==> config.mk <==
export PLATFORM = sky130hd
export DESIGN_NAME = xxtea_block_cipher_16_word_unit
export DESIGN_NICKNAME = d
export VERILOG_FILES = /design/src/rtl/xxtea_pkg.sv /design/src/rtl/xxtea_block_cipher_16_word_unit.sv /design/src/rtl/xxtea_ram.sv /design/src/rtl/xxtea_ctrl.sv /design/src/rtl/xxtea_dp.sv
export SDC_FILE = /design/constraint.sdc
export NUM_CORES = 2
export LEC_CHECK = 0
export BUFFER_PORTS_ARGS = -buffer_cell sky130_fd_sc_hd__buf_2
export CORE_MARGIN = 2
export CORE_UTILIZATION = 30
export CTS_BUF_LIST = sky130_fd_sc_hd__clkbuf_8
export DETAILED_ROUTE_END_ITERATION = 10
export PLACE_DENSITY_LB_ADDON = 0.08
export SLEW_MARGIN = 20
export SYNTH_ARGS = -nofsm -noshare
export SYNTH_HDL_FRONTEND = slang
export SYNTH_SLANG_ARGS = --single-unit
==> constraint.sdc <==
create_clock -name clock -period 21.9 [get_ports clock]
set_input_delay 2.19 -clock clock [delete_from_list [all_inputs] [get_ports clock]]
set_output_delay 2.19 -clock clock [all_outputs]
set_load 0.01 [all_outputs]
==> src/rtl/xxtea_pkg.sv <==
// ============================================================================
// XXTEA package
// Shared constants, register indexes and the controller-to-datapath command.
// ============================================================================
`default_nettype none

package xxtea_pkg;

   // Key schedule increment (golden ratio constant)
   localparam logic [31:0] ROUND_DELTA = 32'h9E37_79B9;

   // Round count formula terms: 6 + 52 / words
   localparam int ROUND_BASE  = 6;
   localparam int ROUND_SPAN  = 52;

   // Register indexes of the configuration port
   typedef enum logic [2:0] {
      REG_KEY_ZERO  = 3'd0,
      REG_KEY_ONE   = 3'd1,
      REG_KEY_TWO   = 3'd2,
      REG_KEY_THREE = 3'd3,
      REG_MODE      = 3'd4
   } reg_index_type;

   // Per-cycle command from the controller to the datapath
   typedef struct packed {
      logic       load;       // write an incoming word into the block store
      logic       first;      // incoming word is word zero of the block
      logic       start;      // last word arrived: seed the running registers
      logic       step;       // perform one word update
      logic       round_end;  // this update closes a round
      logic       emit;       // read one result word for output
      logic       last;       // the emitted word is the final one
      logic       decrypt;    // direction of the current block
      logic [1:0] pos_low;    // low bits of the word position for key select
   } dp_cmd_type;

endpackage

`default_nettype wire

==> src/rtl/xxtea_block_cipher_16_word_unit.sv <==
// ============================================================================
// XXTEA block cipher unit
// Loads a block word by word, encrypts or decrypts it, streams the result.
// ============================================================================
// Loading takes one word per cycle. After the last word: a fetch state,
// then (6 + 52/BLOCK_WORDS) rounds of BLOCK_WORDS word updates, then one
// result per cycle, BLOCK_WORDS in all, with registered strobe and data.
// Block time is set by the single mixing unit and the one write port of
// the block store. Reset clears control state, keys, mode and flags;
// the data registers and the block store are not cleared.
`default_nettype none

module xxtea_block_cipher_16_word_unit #(
   parameter int BLOCK_WORDS = 16
) (
   input  wire logic        clock,
   input  wire logic        reset,
   // command channel
   input  wire logic        start,
   output      logic        busy,
   input  wire logic [31:0] req_block_word,
   // result channel
   output      logic        rsp_strobe,
   output      logic [31:0] rsp_result_word,
   output      logic        rsp_last_word,
   // configuration port
   input  wire logic        psel,
   input  wire logic        penable,
   input  wire logic        pwrite,
   input  wire logic [4:0]  paddr,
   input  wire logic [31:0] pwdata,
   output      logic [31:0] prdata,
   output      logic        pready
);

   localparam int AW = $clog2(BLOCK_WORDS);

   logic [3:0][31:0]         key_ff;
   logic                     mode_ff;
   logic                     csr_wr;
   xxtea_pkg::reg_index_type csr_idx;
   xxtea_pkg::dp_cmd_type    cmd;
   logic [AW-1:0]            wr_addr;
   logic [AW-1:0]            rd_addr;

   assign pready  = 1'b1;
   assign csr_wr  = psel & penable & pwrite;
   assign csr_idx = xxtea_pkg::reg_index_type'(paddr[4:2]);

   // Register writes
   always_ff @(posedge clock) begin
      if (reset) begin
         key_ff  <= '0;
         mode_ff <= 1'b0;
      end else if (csr_wr) begin
         unique case (csr_idx)
            xxtea_pkg::REG_KEY_ZERO:  key_ff[0] <= pwdata;
            xxtea_pkg::REG_KEY_ONE:   key_ff[1] <= pwdata;
            xxtea_pkg::REG_KEY_TWO:   key_ff[2] <= pwdata;
            xxtea_pkg::REG_KEY_THREE: key_ff[3] <= pwdata;
            xxtea_pkg::REG_MODE:      mode_ff   <= pwdata[0];
            default: begin
            end
         endcase
      end
   end

   // Register reads
   always_comb begin
      unique case (csr_idx)
         xxtea_pkg::REG_KEY_ZERO:  prdata = key_ff[0];
         xxtea_pkg::REG_KEY_ONE:   prdata = key_ff[1];
         xxtea_pkg::REG_KEY_TWO:   prdata = key_ff[2];
         xxtea_pkg::REG_KEY_THREE: prdata = key_ff[3];
         xxtea_pkg::REG_MODE:      prdata = {31'b0, mode_ff};
         default:                  prdata = '0;
      endcase
   end

   xxtea_ctrl #(
      .BLOCK_WORDS(BLOCK_WORDS)
   ) u_ctrl (
      .clock      (clock),
      .reset      (reset),
      .start      (start),
      .cfg_decrypt(mode_ff),
      .busy       (busy),
      .cmd        (cmd),
      .wr_addr    (wr_addr),
      .rd_addr    (rd_addr)
   );

   xxtea_dp #(
      .BLOCK_WORDS(BLOCK_WORDS)
   ) u_dp (
      .clock     (clock),
      .reset     (reset),
      .cmd       (cmd),
      .wr_addr   (wr_addr),
      .rd_addr   (rd_addr),
      .in_word   (req_block_word),
      .key_words (key_ff),
      .out_strobe(rsp_strobe),
      .out_word  (rsp_result_word),
      .out_last  (rsp_last_word)
   );

   // Results appear only as the tail of a busy period
   a_strobe_after_busy: assert property (@(posedge clock) disable iff (reset)
      rsp_strobe |-> $past(busy))
      else $error("result strobe without a running block");

   // The last-word marker rides only on a strobe
   a_last_with_strobe: assert property (@(posedge clock) disable iff (reset)
      rsp_last_word |-> rsp_strobe)
      else $error("last marker without result strobe");

   // Final word ends the result burst
   a_burst_ends: assert property (@(posedge clock) disable iff (reset)
      (rsp_strobe && rsp_last_word) |=> !rsp_strobe)
      else $error("result strobe after final word");

   // A run begins only on an accepted transfer
   a_busy_from_transfer: assert property (@(posedge clock) disable iff (reset)
      $rose(busy) |-> $past(start && !busy))
      else $error("busy raised without an accepted transfer");

endmodule

`default_nettype wire

==> src/rtl/xxtea_ram.sv <==
// ============================================================================
// XXTEA generic RAM
// One write port, one read port, registered read data.
// ============================================================================
`default_nettype none

module xxtea_ram #(
   parameter int WIDTH = 32,
   parameter int DEPTH = 16
) (
   input  wire logic                     clock,
   input  wire logic                     we,
   input  wire logic [$clog2(DEPTH)-1:0] waddr,
   input  wire logic [WIDTH-1:0]         wdata,
   input  wire logic [$clog2(DEPTH)-1:0] raddr,
   output      logic [WIDTH-1:0]         rdata
);

   logic [WIDTH-1:0] mem_ff [DEPTH];
   logic [WIDTH-1:0] rdata_ff;

   // Write and registered read
   always_ff @(posedge clock) begin
      if (we) begin
         mem_ff[waddr] <= wdata;
      end
      rdata_ff <= mem_ff[raddr];
   end

   assign rdata = rdata_ff;

endmodule

`default_nettype wire

==> src/rtl/xxtea_ctrl.sv <==
// ============================================================================
// XXTEA controller
// Sequences loading, the word-update rounds and result emission.
// ============================================================================
`default_nettype none

module xxtea_ctrl #(
   parameter int BLOCK_WORDS = 16
) (
   input  wire logic                           clock,
   input  wire logic                           reset,
   input  wire logic                           start,
   input  wire logic                           cfg_decrypt,
   output      logic                           busy,
   output      xxtea_pkg::dp_cmd_type          cmd,
   output      logic [$clog2(BLOCK_WORDS)-1:0] wr_addr,
   output      logic [$clog2(BLOCK_WORDS)-1:0] rd_addr
);

   localparam int AW     = $clog2(BLOCK_WORDS);
   localparam int PW     = (AW < 2) ? 2 : AW;
   localparam int ROUNDS = xxtea_pkg::ROUND_BASE + xxtea_pkg::ROUND_SPAN / BLOCK_WORDS;
   localparam int RW     = $clog2(ROUNDS);
   localparam logic [AW-1:0] LAST_POS   = AW'(BLOCK_WORDS - 1);
   localparam logic [RW-1:0] LAST_ROUND = RW'(ROUNDS - 1);

   typedef enum logic [3:0] {
      ST_IDLE  = 4'b0001,
      ST_PRIME = 4'b0010,
      ST_RUN   = 4'b0100,
      ST_EMIT  = 4'b1000
   } state_type;

   state_type      state_ff, state_in;
   logic [AW-1:0]  load_cnt_ff, load_cnt_in;
   logic [AW-1:0]  pos_ff, pos_in;
   logic [RW-1:0]  round_ff, round_in;
   logic           mode_ff, mode_in;
   logic [PW-1:0]  pos_wide;
   logic           round_done;

   // Step a word position one place in the direction of the current pass
   function automatic logic [AW-1:0] advance(input logic [AW-1:0] p, input logic dec);
      logic [AW-1:0] r;
      if (dec) begin
         r = (p == '0) ? LAST_POS : p - AW'(1);
      end else begin
         r = (p == LAST_POS) ? '0 : p + AW'(1);
      end
      return r;
   endfunction

   assign pos_wide   = PW'(pos_ff);
   assign round_done = mode_ff ? (pos_ff == '0) : (pos_ff == LAST_POS);
   assign busy       = (state_ff != ST_IDLE);

   // Next-state and command decode
   always_comb begin
      state_in    = state_ff;
      load_cnt_in = load_cnt_ff;
      pos_in      = pos_ff;
      round_in    = round_ff;
      mode_in     = mode_ff;
      cmd         = '0;
      cmd.decrypt = mode_ff;
      cmd.pos_low = pos_wide[1:0];
      wr_addr     = pos_ff;
      rd_addr     = pos_ff;
      unique case (state_ff)
         ST_IDLE: begin
            if (start) begin
               cmd.load  = 1'b1;
               cmd.first = (load_cnt_ff == '0);
               wr_addr   = load_cnt_ff;
               if (load_cnt_ff == LAST_POS) begin
                  cmd.start   = 1'b1;
                  cmd.decrypt = cfg_decrypt;
                  mode_in     = cfg_decrypt;
                  load_cnt_in = '0;
                  round_in    = '0;
                  pos_in      = cfg_decrypt ? LAST_POS : '0;
                  state_in    = ST_PRIME;
               end else begin
                  load_cnt_in = load_cnt_ff + AW'(1);
               end
            end
         end
         ST_PRIME: begin
            // fetch the neighbor of the first word to update
            rd_addr  = advance(pos_ff, mode_ff);
            state_in = ST_RUN;
         end
         ST_RUN: begin
            cmd.step      = 1'b1;
            cmd.round_end = round_done;
            rd_addr       = advance(advance(pos_ff, mode_ff), mode_ff);
            pos_in        = advance(pos_ff, mode_ff);
            if (round_done) begin
               if (round_ff == LAST_ROUND) begin
                  round_in = '0;
                  pos_in   = '0;
                  state_in = ST_EMIT;
               end else begin
                  round_in = round_ff + RW'(1);
               end
            end
         end
         ST_EMIT: begin
            cmd.emit = 1'b1;
            cmd.last = (pos_ff == LAST_POS);
            pos_in   = pos_ff + AW'(1);
            if (pos_ff == LAST_POS) begin
               pos_in   = '0;
               state_in = ST_IDLE;
            end
         end
         default: begin
            state_in = ST_IDLE;
         end
      endcase
   end

   // Hold control state
   always_ff @(posedge clock) begin
      if (reset) begin
         state_ff    <= ST_IDLE;
         load_cnt_ff <= '0;
         pos_ff      <= '0;
         round_ff    <= '0;
         mode_ff     <= 1'b0;
      end else begin
         state_ff    <= state_in;
         load_cnt_ff <= load_cnt_in;
         pos_ff      <= pos_in;
         round_ff    <= round_in;
         mode_ff     <= mode_in;
      end
   end

endmodule

`default_nettype wire

==> src/rtl/xxtea_dp.sv <==
// ============================================================================
// XXTEA datapath
// Block store, one mixing unit and the running key schedule sum.
// ============================================================================
`default_nettype none

module xxtea_dp #(
   parameter int BLOCK_WORDS = 16
) (
   input  wire logic                           clock,
   input  wire logic                           reset,
   input  wire xxtea_pkg::dp_cmd_type          cmd,
   input  wire logic [$clog2(BLOCK_WORDS)-1:0] wr_addr,
   input  wire logic [$clog2(BLOCK_WORDS)-1:0] rd_addr,
   input  wire logic [31:0]                    in_word,
   input  wire logic [3:0][31:0]               key_words,
   output      logic                           out_strobe,
   output      logic [31:0]                    out_word,
   output      logic                           out_last
);

   localparam int ROUNDS = xxtea_pkg::ROUND_BASE + xxtea_pkg::ROUND_SPAN / BLOCK_WORDS;
   localparam logic [63:0] DEC_SUM_FULL = 64'(ROUNDS) * 64'(xxtea_pkg::ROUND_DELTA);
   localparam logic [31:0] DEC_SUM_INIT = DEC_SUM_FULL[31:0];

   logic [31:0] first_ff, first_in;
   logic [31:0] carry_ff, carry_in;
   logic [31:0] cur_ff, cur_in;
   logic [31:0] sum_ff, sum_in;
   logic        byp_ff;
   logic [31:0] byp_data_ff;
   logic        strobe_ff;
   logic        last_ff;

   logic        ram_we;
   logic [31:0] ram_wdata;
   logic [31:0] ram_rdata;
   logic [31:0] nbr;
   logic [31:0] mz, my, mix_a, mix_b, mix_val, new_word;
   logic [1:0]  key_sel;

   xxtea_ram #(
      .WIDTH(32),
      .DEPTH(BLOCK_WORDS)
   ) u_store (
      .clock(clock),
      .we   (ram_we),
      .waddr(wr_addr),
      .wdata(ram_wdata),
      .raddr(rd_addr),
      .rdata(ram_rdata)
   );

   // Neighbor word, forwarded when it was written on the edge it was read
   assign nbr = byp_ff ? byp_data_ff : ram_rdata;

   // Mix function: z is the word before, y the word after the one updated
   assign mz      = cmd.decrypt ? nbr : carry_ff;
   assign my      = cmd.decrypt ? carry_ff : nbr;
   assign key_sel = cmd.pos_low ^ sum_ff[3:2];
   assign mix_a   = ((mz >> 5) ^ (my << 2)) + ((my >> 3) ^ (mz << 4));
   assign mix_b   = (sum_ff ^ my) + (key_words[key_sel] ^ mz);
   assign mix_val = mix_a ^ mix_b;
   assign new_word = cmd.decrypt ? (cur_ff - mix_val) : (cur_ff + mix_val);

   // Store write: loaded word or updated word
   assign ram_we    = cmd.load | cmd.step;
   assign ram_wdata = cmd.load ? in_word : new_word;

   // Running registers
   always_comb begin
      first_in = first_ff;
      carry_in = carry_ff;
      cur_in   = cur_ff;
      sum_in   = sum_ff;
      if (cmd.first) begin
         first_in = in_word;
      end
      if (cmd.start) begin
         carry_in = cmd.decrypt ? first_ff : in_word;
         cur_in   = cmd.decrypt ? in_word : first_ff;
         sum_in   = cmd.decrypt ? DEC_SUM_INIT : xxtea_pkg::ROUND_DELTA;
      end else if (cmd.step) begin
         carry_in = new_word;
         cur_in   = nbr;
         if (cmd.round_end) begin
            sum_in = cmd.decrypt ? (sum_ff - xxtea_pkg::ROUND_DELTA)
                                 : (sum_ff + xxtea_pkg::ROUND_DELTA);
         end
      end
   end

   // Payload registers
   always_ff @(posedge clock) begin
      first_ff    <= first_in;
      carry_ff    <= carry_in;
      cur_ff      <= cur_in;
      sum_ff      <= sum_in;
      byp_data_ff <= ram_wdata;
      last_ff     <= cmd.last;
   end

   // Control flags
   always_ff @(posedge clock) begin
      if (reset) begin
         byp_ff    <= 1'b0;
         strobe_ff <= 1'b0;
      end else begin
         byp_ff    <= ram_we && (wr_addr == rd_addr);
         strobe_ff <= cmd.emit;
      end
   end

   assign out_strobe = strobe_ff;
   assign out_word   = ram_rdata;
   assign out_last   = last_ff;

endmodule

`default_nettype wire
==> summary.txt <==
Run status
  • Status: completed

Synth
  • Post-synthesis sequential element count: 853
  • Netlist cell types: 89
  • Top-area cell type share of the netlist area: 0.432
  • Ys async rst share: 0
  • Yosys warns: 0
  • Dominant cells by area after synthesis: edfxtp_1 (43%), dfxtp_1 (9.6%), nand2_1 (6.7%)
  • Count leader, synth: nand2_1
  • Mapped Cells: approximately 4300
  • Post-synth EDFFs: 640
  • Sequential-to-total area share from yosys stat: 0.528
  • Synth Cell Area: approximately 44000 sq um
  • Cell taking the most area after synthesis: edfxtp_1
  • Syn Area/Cell: around 10 sq um
  • Syn Nets: 4504
  • Post-synth top cells: nand2_1 (793), edfxtp_1 (640), a21oi_1 (405)
  • Top_reg_cell synth: edfxtp_1

Timing
  • Final Critical Period: 10.89 ns
  • F_max: approximately 92 MHz
  • # setup viols final: 0
  • Worst Skew: about 0.063 ns
  • Relative slew slack: 0.234
  • Fin crit share: 0.497
  • Unrepaired setup endpoints after global routing: false
  • Setup TNS: 0 ns
  • Worst Tran Pin Value: roughly 1.1 ns
  • Final Max Tran Viols: 0
  • Hold_ws: 0.464 ns
  • Final hold violations: 0

Global routing
  • Gr usage total: 0.197
  • Number of global-route vias before repair: 32400
  • Grt total ovfl: 0
  • Initial antenna violation count: 19
  • Largest net degree at the start of global routing: 188
  • First-pass GRT wire length: 222000 um

Floorplanning
  • Core Box Area: approximately 150000 sq um
  • Die area: 151000 sq um
  • Initial Util: 0.301
  • Die X-Extent: just under 400 um
  • Ports: 143
  • Row Count: 141
  • Die Y: between 300 and 400 um

Min path
  • Hold_sp: key_ff[94]
  • Min-Delay Path Class: flip-flop to flip-flop

Setup path
  • Worst endpoint required time: 22.42 ns
  • Slowest stage cell, crit path: a21oi_2
  • Crit path DAT: about 11 ns
  • CP startpoint: start
  • Reg-to-Reg Start: mode_ff
  • CP max FO: 132
  • CP peak stage delay: around 0.78 ns
  • Startpoint types: input pin
  • Critical path type: input pin to flip-flop
  • CP Capture Type: flip-flop

Job
  • Max-cap violation count: 0

Layout
  • Nets: approximately 4600
  • Non-filler cells, final: 6470
  • Area Growth Syn to Fin: 13.4%
  • Layout cell share with drive strength beyond 1: 0.116

Power and ir drop
  • Pwr dens: 198 nW/um^2
  • Design Power: 9.98 mW
  • Lkg Pwr: ~17 nW
  • Worst VDD drop: 123 uV

Detailed routing
  • Via density: 5.13
  • First drt pass iteration count: 6
  • Detail Route Antenna Nets: 0
  • DR iter-0 viols: 2055
  • DR vias: 33200
  • WL/cell: 23.5 um
  • DRC viols: 0
  • Drt total wl: approximately 150000 um

Clock network
  • Clock buffer depth: 3
  • Root buffer cell: clkbuf_8
  • CTS H-tree depth: 4
  • # hold bufs at CTS: 0
  • CTS tree: done
  • Post-CTS Setup Bufs: 0
  • CTS buffer count: about 160
  • Clk Latency, worst-skew pair: just under 0.9 ns
  • # clock sinks: 853
  • Clk slew on worst S/H paths: 0.05 ns
  • Cts repair resizes: 0

Placed design
  • RD Place Congestion: about 0.83
  • Inst Count DP: 6164
  • Detail Placement HPWL: 94800 um
  • IO buf count: 139
==> final timing paths <==
check / endpoint / cells after the start / slack, ns
worst max-delay path: u_dp.u_store.mem_ff[14][31] / 32 / 11.01
worst min-delay path: key_ff[94] / 2 / 0.46
worst max register to register: u_dp.u_store.mem_ff[14][31] / 31 / 11.52
worst min register to register: key_ff[94] / 2 / 0.46
==> cell families (layout without fill, tap and decap cells) <==
kind of cell / Yosys count / after routing / synth area share
muxes: 99 / 99 / 0.0315
buffers and inverters: 364 / 573 / 0.0314
xor gates and xnor gates: 323 / 323 / 0.0644
adders and majority gates: 108 / 108 / 0.0309
DFF: 853 / 853 / 0.528
and+or+nand+nor: 1351 / 1351 / 0.135
AOI/OAI and AO/OA: 1222 / 1222 / 0.179
other: 1 / 11 / 0.0000843
==> critical path: cells and delay by family <==
family / cells / cell delay, ns
simple gates: 12 / 2.80
buf+inv: 4 / 1.59
fa+ha+maj: 2 / 0.72
compound gates: 8 / 2.69
xor+xnor: 6 / 1.30
==> metal layers <==
| metal | GRT usage | part of all wire | up-vias |
|---|---|---|---|
| li1 | - | - | 16000 |
| met1 | 0.271 | 0.47 | 16300 |
| met2 | 0.320 | 0.47 | 641 |
| met3 | 0.0366 | 0.044 | 200 |
| met4 | 0.0418 | 0.016 | 20 |
| met5 | 0 | 0.00094 | - |
==> report_power, final <==
| part | internal, mW | total (mW) | switching [mW] |
|---|---|---|---|
| combinational | 1.80 | 5.41 | 3.61 |
| clock | 0.797 | 1.52 | 0.724 |
| sequential | 2.95 | 3.04 | 0.0928 |
| total | 5.55 | 9.98 | 4.43 |
==> layout make-up <==
type,instances,area (sq um)
sequential,853,23500
clock buffer,184,2530
multi-input combinational,3104,19800
inverter,68,260
clock inverter,112,598
antenna,10,25.0
fill,15000,97100
tap,1930,2410
timing repair buffer,209,1250
==> through the flow <==
| stage | utilization | area (sq um) | setup WS, ns |
|---|---|---|---|
| 2_1_floorplan | - | 44500 | 12.58 |
| 3_3_place_gp | 0.320 | 47200 | 9.98 |
| 3_5_place_dp | 0.320 | 47300 | 10.03 |
| 4_1_cts | 0.342 | 50400 | 10.95 |
| 5_1_grt | 0.342 | 50400 | 10.14 |
| 6_report | 0.342 | 50400 | 11.01 |
==> sequential cells by signal, indices dropped and copies added, names as in the netlist, 32 cells and up <==
| signal | flops |
|---|---|
| u_dp.byp_data_ff | 32 |
| u_dp.cur_ff | 32 |
| u_dp.first_ff | 32 |
| u_dp.sum_ff | 32 |
| u_dp.u_store.rdata | 32 |
| u_dp.u_store.mem_ff | 512 |
| u_dp.carry_ff | 32 |
| key_ff | 128 |
==> layout by cell type, fill, tap and decap left out, types with 105 or more instances in the layout <==
| cell | instances |
|---|---|
| o21ai_0 | 175 |
| xnor2_1 | 226 |
| edfxtp_1 | 640 |
| nand2_1 | 786 |
| clkbuf_8 | 184 |
| buf_2 | 138 |
| inv_1 | 148 |
| ha_1 | 105 |
| and2_1 | 141 |
| a211oi_1 | 215 |
| dfxtp_1 | 211 |
| nor2_1 | 164 |
| a21oi_1 | 402 |
Power figures use the tool's default switching activity.
